<file path="config.mk">
export PLATFORM = sky130hd
export DESIGN_NAME = fca_ram
export DESIGN_NICKNAME = d
export VERILOG_FILES = /design/src/hdl/fca_ram.sv
export SDC_FILE = /design/constraint.sdc
export NUM_CORES = 1
export LEC_CHECK = 0
export BUFFER_PORTS_ARGS = -buffer_cell sky130_fd_sc_hd__buf_2
export CAP_MARGIN = 20
export CORE_UTILIZATION = 61
export CTS_CLUSTER_SIZE = 16
export DETAILED_ROUTE_END_ITERATION = 8
export PLACE_DENSITY = 0.86
export SLEW_MARGIN = 20
export SYNTH_ARGS = -nofsm -noshare
export SYNTH_HDL_FRONTEND = slang
export SYNTH_SLANG_ARGS = --single-unit
</file>
<file path="constraint.sdc">
create_clock -name i_clk -period 2.25 [get_ports i_clk]
set_clock_uncertainty 0.05 [all_clocks]
set_input_delay 0.1125 -clock i_clk [delete_from_list [all_inputs] [get_ports i_clk]]
set_output_delay 0.1125 -clock i_clk [all_outputs]
set_load 0.02 [all_outputs]
</file>
<file path="src/hdl/fca_ram.sv">
module fca_ram #(
    parameter int WIDTH = 8,
    parameter int DEPTH = 32,
    localparam int AW   = (DEPTH > 1) ? $clog2(DEPTH) : 1
) (
    input  logic             i_clk,
    input  logic             i_we,
    input  logic [AW-1:0]    i_waddr,
    input  logic [WIDTH-1:0] i_wdata,
    input  logic [AW-1:0]    i_raddr,
    output logic [WIDTH-1:0] o_rdata
);

    logic [WIDTH-1:0] r_mem [DEPTH];
    logic [WIDTH-1:0] r_rdata;

    always_ff @(posedge i_clk) begin
        if (i_we) begin
            r_mem[i_waddr] <= i_wdata;
        end
        r_rdata <= r_mem[i_raddr];
    end

    assign o_rdata = r_rdata;

endmodule

</file>
==> After elaboration in Yosys (flattened, before gate mapping) <==
Memory sizes are Yosys's and may differ from the RTL's. A register that Yosys moved wholly into a read port is not among the register bits.
Cells that the tools add are included.
{ "word_totals": {"mem_count": 1, "regBits": 0, "mem_bits_rw": 256, "out_inout_bits": 8, "elab_cells": 3, "inputBits": 20} }
{ "classes": {"n_mux": 2} }
{ "mem_list": {"columns": ["name", "depth", "word_bits", "read_ports", "rd_ports_with_merged_regs", "write_ports", "line", "source"], "rows": [
  ["r_mem", 32, 8, 1, 1, 1, "14", "logic [WIDTH-1:0] r_mem [DEPTH];"]
]} }
{ "ops": {"columns": ["op", "n"], "rows": [
  ["1-bit two-way mux", 2]
]} }

==> Logic depth before layout (Yosys ltp) <==
Gate-level depths: netlist of the first run.
{ "depth": {"ltp_word": 2, "mapped_depth": 5, "ltp_nobuf": 3} }

==> Worst setup path before layout of the first run <==
OpenSTA, ideal clock, no wires.
{ "synth_timing": {"path_type": "input to register", "start": "input port i_raddr[2]", "end": "register r_rdata[0] (netlist: o_rdata[0]) (read register of r_mem)", "required_time_ns": 2.079, "setup_time_ns": 0.121, "path_buffers": 2, "t_arrival_ns": 1.794, "slack_ns": 0.285, "cell_stages": 5, "path_cell_list": "clkbuf_1 clkbuf_1 mux4_2 mux4_2 mux2_2"} }
{ "synth_rtl": {"columns": ["element", "line", "source"], "rows": [
  ["from (decl)", "10", "input logic [AW-1:0] i_raddr,"],
  ["to (decl)", "15", "logic [WIDTH-1:0] r_rdata;"]
]} }

==> results of run 1 <==
final cells by class:
type                    instances  share of cell area, %
clock buffers                  30                   5.59
clock inverters                14                   1.08
multi-input cells             133                   18.2
flip-flops and latches        264                   68.1
well taps                     216                   2.35
repair buffers                 71                   4.63
how the worst min path moves through the flow:
stage / startpoint / end / cells past startpoint
after floorplan: i_wdata[0] / r_mem[0][0]$_DFFE_PP_ / 0
after global routing: i_wdata[2] / r_mem[0][2]$_DFFE_PP_ / 1
final: i_wdata[1] / r_mem[0][1]$_DFFE_PP_ / 1
after detailed placement: o_rdata[2]$_DFF_P_ / o_rdata[2] / 1
after CTS: i_wdata[2] / r_mem[0][2]$_DFFE_PP_ / 1
after global placement: o_rdata[4]$_DFF_P_ / o_rdata[4] / 1
sequential cells by signal, indices dropped and copies added, names as in the netlist:
signal,flops
r_mem,256
o_rdata,8
synthesized netlist by cell type:
cell type	instances	area share, %
nor2_1	33	1.2
nand3b_1	5	0.37
buf_4	6	0.45
or3_1	1	0.062
clkbuf_1	6	0.22
dfxtp_1	8	1.6
mux2_2	8	0.90
buf_6	1	0.11
nand2_1	1	0.037
buf_2	1	0.050
or3b_2	3	0.26
mux4_2	80	18
buf_1	6	0.22
edfxtp_1	256	76
nand3_1	2	0.10
metrics by stage:
stage	cells	util [%]	instance area (µm²)	hold WS, ps
global placement	683	67.1	10700	497
floorplan	417	-	10100	161
finish	728	72.0	11500	75.5
CTS	728	72.0	11500	66.2
detailed placement	683	67.1	10700	496
global route	728	72.0	11500	70.6
layer usage:
metal / GRT usage [%] / up-vias
li1: - / 1927
met1: 39.9 / 2562
met2: 47.5 / 370
met3: 4.93 / 46
met4: 9.94 / 0
met5: 0 / -
power by group through the flow:
| stage | combinational, mW | clock (mW) | sequential, mW |
|---|---|---|---|
| final | 0.560 | 4.03 | 5.50 |
| after global routing | 0.586 | 4.21 | 5.50 |
| after CTS | 0.561 | 4.07 | 5.50 |
| after detailed placement | 0.550 | 0 | 5.60 |
| after global placement | 0.526 | 0 | 5.59 |
| after floorplan | 0.291 | 0 | 5.61 |
critical path, cell delays in order, from the launching register on:
cell      delay [ps]
edfxtp_1         390
mux4_2           520
mux4_2           540
mux2_2           300
logic make-up (layout without fill, tap and decap cells):
group	Yosys count	after routing
AND/OR/NAND/NOR	45	45
flip-flops	264	264
buffers and inverters	20	115
multiplexers	88	88
==> flow_metrics.tcl, run 1 <==
set metrics [dict create \
    p_per_area_nw_per_um2 876 \
    ys_warn_count 0 \
    max_cap_viol_count 0 \
    rsz0062_at_grt "no" \
    start_util_pct 62.8 \
    antenna_left 0 \
    critPathLaunchType "flip-flop" \
    synth.cell_area_um2 10100 \
    cts-resized-gates 0 \
    synth.distinct_cells 15 \
    end_kind "flip-flop" \
    vdd_drop_max_v 0.000592 \
    yosysSeqAreaShare_pct 78.1 \
    cp.required_ps 2620 \
    critical_path_class "reg2reg" \
    die_h_um 130 \
    layout_commonest_cell "edfxtp_1" \
    clockPowerShare_pct 40.0 \
    grt-ovfl-total 0 \
    p_comb_share_pct 5.6 \
    synth.avg_cell_area_um2 24.1 \
    status "finished, final reports clean" \
    cts_tree "built" \
    netlist_instances 417 \
    grt_use_total_pct 28.8 \
    cp_max_fo 1 \
    root_buffer "clkbuf_16" \
    diodes 0 \
    p_seq_share_pct 54.5 \
    synth_top_family_by_area "multiplexers" \
    pin_count 28 \
    min_period_over_period_pct 84.2 \
    routedWlPerCell_um 31.6 \
    die_x_um 130 \
    setup.worst_path.end "o_rdata[3]$_DFF_P_" \
    tightest_slew_ps 649 \
    vias 4905 \
    syn_nets 437 \
    coreArea_um2 16000 \
    r2r_end "o_rdata[3]$_DFF_P_" \
    drt-total-wl_um 23000 \
    firstDrtPassIters 5 \
    dp.final_hpwl_um 13300 \
    hold_path.class "in2reg" \
    topRoutingLayerUsed "met4" \
    r2r_slack_ps 360 \
    hold_viol 0 \
    slew_headroom_pct 56.7 \
    multiInputGateArea_um2 2100 \
    setup_ws_ps 356 \
    synthXorXnorAreaFrac_pct 0 \
    clk_latency_ps 540 \
    grt_antenna_before_repair 0 \
    area_delta_synth_final_pct 14.6 \
    setup_viol 0 \
    arrival_ps 2260 \
    synth.ff_latch_count 264 \
    switchingPower_mw 2.11 \
    tns_ps 0 \
    port_buffers 27 \
    synthMuxAreaShare_pct 18.8 \
    grt_pass1_vias 4934 \
    numCtsBuffers 25 \
    rows 46 \
    drt_iter0_drc 571 \
    total_power_mw 10.1 \
    hold_buffers 1 \
    synthSimpleGateAreaFrac_pct 2.07 \
    leakage_nw 3.71 \
    drive_gt1_share_pct 38.7 \
    htreeDepth 1 \
    grt_pass1_wl_um 33100 \
    maxSlewViolCount 0 \
    yosys.area_share.adder_pct 0 \
    register_area_um2 7850 \
    netSwitchingFraction_pct 21.0 \
    clk_path_buf_depth 3 \
    mostFrequentLayoutCells "edfxtp_1, mux4_2, buf_4" \
    nets 515 \
    fmax_ghz 0.528 \
    dieArea_um2 17000 \
    dr_wl_met2_um 11700 \
    synth_compound_area_share_pct 0 \
    drc 0 \
    nFillCells 891 \
    period_minus_slack_ps 1890 \
    internal_power_mw 7.98 \
    avgViaCountPerCell 6.74 \
    grt_max_degree 40 \
    rr_worst_depth 3 \
    critPathLaunch "r_mem[30][3]$_DFFE_PP_" \
    post_cts_buffers 0 \
    path_clk_slew_ps 80 \
    r2r_start "r_mem[30][3]$_DFFE_PP_" \
    place_congestion 0.757 \
    m1WireLength_um 8540 \
    place_ws_ps 104 \
    clkSinkCount 264 \
    wl_met3_um 2150 \
]
Note: power is estimated with default switching activity, not from simulation.
==> inputs of run 2 (changes only) <==
--- a/config.mk
+++ b/config.mk
@@ -5,12 +5,13 @@
 export SDC_FILE = /design/constraint.sdc
 export NUM_CORES = 1
 export LEC_CHECK = 0
+export ABC_AREA = 1
 export BUFFER_PORTS_ARGS = -buffer_cell sky130_fd_sc_hd__buf_2
 export CAP_MARGIN = 20
-export CORE_UTILIZATION = 61
+export CORE_UTILIZATION = 56
 export CTS_CLUSTER_SIZE = 16
 export DETAILED_ROUTE_END_ITERATION = 8
-export PLACE_DENSITY = 0.86
+export PLACE_DENSITY = 0.84
 export SLEW_MARGIN = 20
 export SYNTH_ARGS = -nofsm -noshare
 export SYNTH_HDL_FRONTEND = slang
==> constraint.sdc (replaced) <==
create_clock -name i_clk -period 1.7 [get_ports i_clk]
set_clock_uncertainty 0.05 [all_clocks]
set_input_delay 0.085 -clock i_clk [delete_from_list [all_inputs] [get_ports i_clk]]
set_output_delay 0.085 -clock i_clk [all_outputs]
set_load 0.02 [all_outputs]
==> run 2 against run 1 <==
Effect of this change: first-iteration DRC count up 96%; die area up 17%; synthesized area up 7.3%; hold slack worse by 25 ps; global-route usage down 3.6 points; register-to-register slack better by 110 ps; largest power group unchanged; highest routed layer unchanged.
==> flow_metrics.tcl, run 2 <==
set metrics [dict create \
    path_buf_inv 1 \
    vdd_drop_max_v 0.000723 \
    dieArea_um2 19800 \
    grt_max_degree 65 \
    grt_use_total_pct 25.2 \
    r2r_start "r_mem[25][3]$_DFFE_PP_" \
    grt_pass1_wl_um 37900 \
    root_buffer "clkbuf_16" \
    p_per_area_nw_per_um2 1120 \
    path_clk_slew_ps 60 \
    firstDrtPassIters 5 \
    clk_latency_ps 520 \
    synth_top_area_share_pct 71.3 \
    largest_reg_flops 256 \
    hold_path_startpoint "i_wdata[1]" \
    clk_path_buf_depth 3 \
    critical_path_class "reg2out" \
    area_delta_synth_final_pct 12.3 \
    clkSinkCount 264 \
    hold_viol 0 \
    status "finished, final reports clean" \
    coreArea_um2 18800 \
    setup_viol 0 \
    nets 997 \
    antenna_left 0 \
    routedWlPerCell_um 19.7 \
    min_period_over_period_pct 73.4 \
    cpLargestDelayFamily "flip-flops" \
    grt_antenna_before_repair 0 \
    synth.distinct_cells 12 \
    regMostFlops "r_mem" \
    slew_headroom_pct 53.8 \
    critPathLaunchType "flip-flop" \
    cts-resized-gates 0 \
    critical-path-max-stage-delay_ps 390 \
    synth.ff_latch_count 264 \
    place_congestion 0.899 \
    leakage_nw 4.59 \
    nFillCells 1333 \
    tns_ps 0 \
    drt-total-wl_um 24300 \
    synth_ff_type "edfxtp_1" \
    post_cts_buffers 0 \
    utilization_pct 64.6 \
    yosysSeqAreaShare_pct 72.8 \
    ys_warn_count 0 \
    vias 7241 \
    rsz0062_at_grt "no" \
    drc 0 \
    start_util_pct 57.5 \
    cp.required_ps 1560 \
    layout_commonest_cell "nand2_1" \
    yosysMostFrequentCell "nand2_1" \
    dp.final_hpwl_um 14200 \
    max_cap_viol_count 0 \
    place_ws_ps 247 \
    htreeDepth 1 \
    arrival_ps 1110 \
    grt-ovfl-total 0 \
    numCtsBuffers 26 \
    drt_iter0_drc 1122 \
    maxSlewViolCount 0 \
    cts_tree "built" \
    synthTopCellsByCount "nand2_1, edfxtp_1, nand3_1, nor2_1, buf_6" \
    die_h_um 141 \
    die_x_um 141 \
    netlist_instances 922 \
    diodes 0 \
    critPathLaunch "o_rdata[3]$_DFF_P_" \
    cp_max_fo 1 \
    period_minus_slack_ps 1250 \
    hold_path.class "in2reg" \
    tightest_slew_ps 694 \
    end_kind "output port" \
    synth_edf_count 256 \
    synth.avg_cell_area_um2 11.7 \
    rows 50 \
    synthTopCellsByArea "edfxtp_1, nand2_1, nand3_1" \
    cp_cell_sequence "buf_2" \
    mostFrequentLayoutCells "nand2_1, edfxtp_1, nand3_1" \
    port_buffers 27 \
    drive_gt1_share_pct 11.7 \
    synth_top_area_cell "edfxtp_1" \
    async_flop_share_pct 0 \
    pin_count 28 \
    syn_nets 942 \
    grt_pass1_vias 7023 \
    fmax_ghz 0.801 \
    synth.cell_area_um2 10800 \
    setup_ws_ps 452 \
    critical-path-slowest-cell "dfxtp_1" \
    hold_buffers 1 \
    avgViaCountPerCell 5.88 \
]
## run 2: final cells by class
| class | count | area (µm²) | share of cell area (%) |
|---|---|---|---|
| well taps | 234 | 293 | 2.42 |
| inverters | 10 | 38.8 | 0.320 |
| clock buffers | 36 | 729 | 6.02 |
| clock inverters | 12 | 83.8 | 0.692 |
| multi-input cells | 596 | 2490 | 20.6 |
| repair buffers | 79 | 631 | 5.20 |
| flip-flops and latches | 264 | 7850 | 64.8 |
## run 2: report_power, final
group          internal [mW]  leakage [nW]  switching [mW]
sequential              7.23          2.37          0.0311
clock                   3.14         0.404            2.28
combinational          0.253          1.81           0.646
## run 2: kinds of logic (layout without fill, tap and decap cells)
| group | Yosys count | in the layout | synth area share [%] |
|---|---|---|---|
| AND/OR/NAND/NOR | 596 | 596 | 23.1 |
| flip-flops | 264 | 264 | 72.8 |
| buffers and inverters | 62 | 137 | 4.14 |
## run 2: per-stage QoR
stage / hold WS (ps) / power, mW / instance area [µm²] / cells
2_1_floorplan: 134 / 7.94 / 10800 / 922
6_report: 51.0 / 13.6 / 12100 / 1231
4_1_cts: 30.7 / 13.6 / 12100 / 1231
5_1_grt: 65.0 / 14.0 / 12100 / 1231
3_5_place_dp: 392 / 8.28 / 11300 / 1182
3_3_place_gp: 387 / 8.25 / 11300 / 1182
## run 2: metal layers
metal / GRT usage (%) / vias up / part of all wire [%]
met1: 33.1 / 3450 / 38
li1: - / 3308 / -
met2: 42.9 / 419 / 50
met5: 0 / - / 0
met4: 8.81 / 0 / 2.7
met3: 4.21 / 64 / 9.1
## run 2: final timing paths
| check | end | slack, ps | depth (start not counted) |
|---|---|---|---|
| setup / recovery | o_rdata[3] | 450 | 1 |
| hold / removal | r_mem[31][1]$_DFFE_PP_ | 50 | 1 |
| setup reg to reg | o_rdata[3]$_DFF_P_ | 470 | 8 |
| hold reg to reg | o_rdata[6]$_DFF_P_ | 730 | 8 |
==> inputs of run 3 (changes only) <==
--- a/config.mk
+++ b/config.mk
@@ -5,13 +5,13 @@
 export SDC_FILE = /design/constraint.sdc
 export NUM_CORES = 1
 export LEC_CHECK = 0
-export ABC_AREA = 1
+export ABC_AREA = 0
 export BUFFER_PORTS_ARGS = -buffer_cell sky130_fd_sc_hd__buf_2
 export CAP_MARGIN = 20
-export CORE_UTILIZATION = 56
+export CORE_UTILIZATION = 55
 export CTS_CLUSTER_SIZE = 16
 export DETAILED_ROUTE_END_ITERATION = 8
-export PLACE_DENSITY = 0.84
+export PLACE_DENSITY = 0.82
 export SLEW_MARGIN = 20
 export SYNTH_ARGS = -nofsm -noshare
 export SYNTH_HDL_FRONTEND = slang
==> constraint.sdc (replaced) <==
create_clock -name i_clk -period 1.1 [get_ports i_clk]
set_clock_uncertainty 0.05 [all_clocks]
set_input_delay 0.055 -clock i_clk [delete_from_list [all_inputs] [get_ports i_clk]]
set_output_delay 0.055 -clock i_clk [all_outputs]
set_load 0.02 [all_outputs]
==> run 3 against run 2 <==
Effect of this change: the run now ends with negative setup slack left; hold slack better by 41 ps; count of clock-buffer cells in the layout shrank 9; die area decreased by 5.0%.
==> flow_metrics.tcl, run 3 (synthesis results as in run 1) <==
set metrics [dict create \
    status "finished with violations" \
    area_delta_synth_final_pct 20.3 \
    die_h_um 137 \
    avgViaCountPerCell 6.45 \
    arrival_ps 2300 \
    critPathLaunchType "flip-flop" \
    cts_tree "built" \
    end_kind "flip-flop" \
    root_buffer "clkbuf_16" \
    tightest_slew_ps 363 \
    nets 519 \
    path_clk_slew_ps 60 \
    routedWlPerCell_um 29.1 \
    port_buffers 27 \
    rsz0062_at_grt "yes" \
    clk_latency_ps 530 \
    htreeDepth 1 \
    grt_antenna_before_repair 0 \
    clk_path_buf_depth 3 \
    p_per_area_nw_per_um2 1750 \
    violations "negative setup slack" \
    grt-ovfl-total 0 \
    utilization_pct 67.3 \
    rr_worst_depth 3 \
    start_util_pct 56.0 \
    drt_iter0_drc 522 \
    firstDrtPassIters 5 \
    post_cts_buffers 0 \
    hold_path.class "in2reg" \
    cp_max_fo 1 \
    diodes 0 \
    hold_depth 4 \
    mostFrequentLayoutCells "edfxtp_1, mux4_2, nor2_4" \
    layout_commonest_cell "edfxtp_1" \
    period_minus_slack_ps 1940 \
    die_x_um 137 \
    leakage_nw 3.83 \
    pin_count 28 \
    rows 49 \
    drive_gt1_share_pct 44.3 \
    dieArea_um2 18800 \
    clkSinkCount 264 \
    setup_viol 9 \
    maxSlewViolCount 0 \
    grt_pass1_vias 4714 \
    largest_reg_flops 256 \
    hold_viol 0 \
    drc 0 \
    min_period_over_period_pct 176 \
    numCtsBuffers 25 \
    drt-total-wl_um 21700 \
    vias 4810 \
    grt_use_total_pct 24.3 \
    place_ws_ps -925 \
    max_cap_viol_count 0 \
    slew_headroom_pct 75.7 \
    coreArea_um2 18000 \
    vdd_drop_max_v 0.00156 \
    cp.required_ps 1470 \
    timing.hold.ws_ps 91.5 \
    setup_ws_ps -839 \
    grt_pass1_wl_um 31400 \
    fmax_ghz 0.516 \
    regMostFlops "r_mem" \
    dp.final_hpwl_um 12900 \
    antenna_left 0 \
    place_congestion 0.777 \
    critical_path_class "reg2reg" \
    grt_max_degree 35 \
]
-- run 3: final cells by class --
type	count	area (µm²)
Sequential cell	264	7860
Fill cell	1042	5870
Clock inverter	18	166
Tap cell	229	287
Timing Repair Buffer	75	821
Multi-Input combinational cell	133	2330
Clock buffer	27	633
-- run 3: through the flow --
step	instances	setup TNS, ps	power (mW)	area, µm²
finish	746	-6150	21.1	12100
global route	746	-6330	21.6	12100
CTS	746	-6070	21.2	12100
detailed placement	692	-59670	12.7	11100
global placement	692	-53950	12.7	11100
floorplan	417	-52780	12.2	10400
-- run 3: per-layer routing --
metal | share of wire, % | wire, µm | track usage (%) | vias to the layer above
met4 | 2.3 | 506 | 7.08 | 0
met3 | 8.5 | 1840 | 3.97 | 38
met2 | 49 | 10700 | 38.4 | 292
met1 | 40 | 8640 | 35.6 | 2535
met5 | 0 | 0 | 0 | -
li1 | - | - | - | 1945
-- run 3: report_power, final --
group | switching (mW) | internal (mW) | leakage, nW
sequential | 0.0657 | 11.2 | 2.37
combinational | 0.711 | 0.686 | 1.06
clock | 3.63 | 4.86 | 0.391
-- run 3: worst max-delay path, cell delays in order, from the launching register on --
cell and delay, ps:
edfxtp_1 400, mux4_2 550, mux4_2 540, mux2_2 290
-- run 3: path summary, 6_finish.rpt --
kind,endpoint,slack (ps),start
setup / recovery,o_rdata[4]$_DFF_P_,-840,r_mem[21][4]$_DFFE_PP_
hold / removal,o_rdata[7]$_DFF_P_,90,i_raddr[4]
setup reg to reg,o_rdata[4]$_DFF_P_,-840,r_mem[21][4]$_DFFE_PP_
hold reg to reg,o_rdata[5]$_DFF_P_,870,r_mem[7][5]$_DFFE_PP_
-- run 3: what timing repair did --
item                                    CTS  global route
endpoints found under the setup margin   16            12
hold buffers                              9             0
gates resized for setup                  25             3
hold endpoints to repair                264             0
gates cloned                              0             0
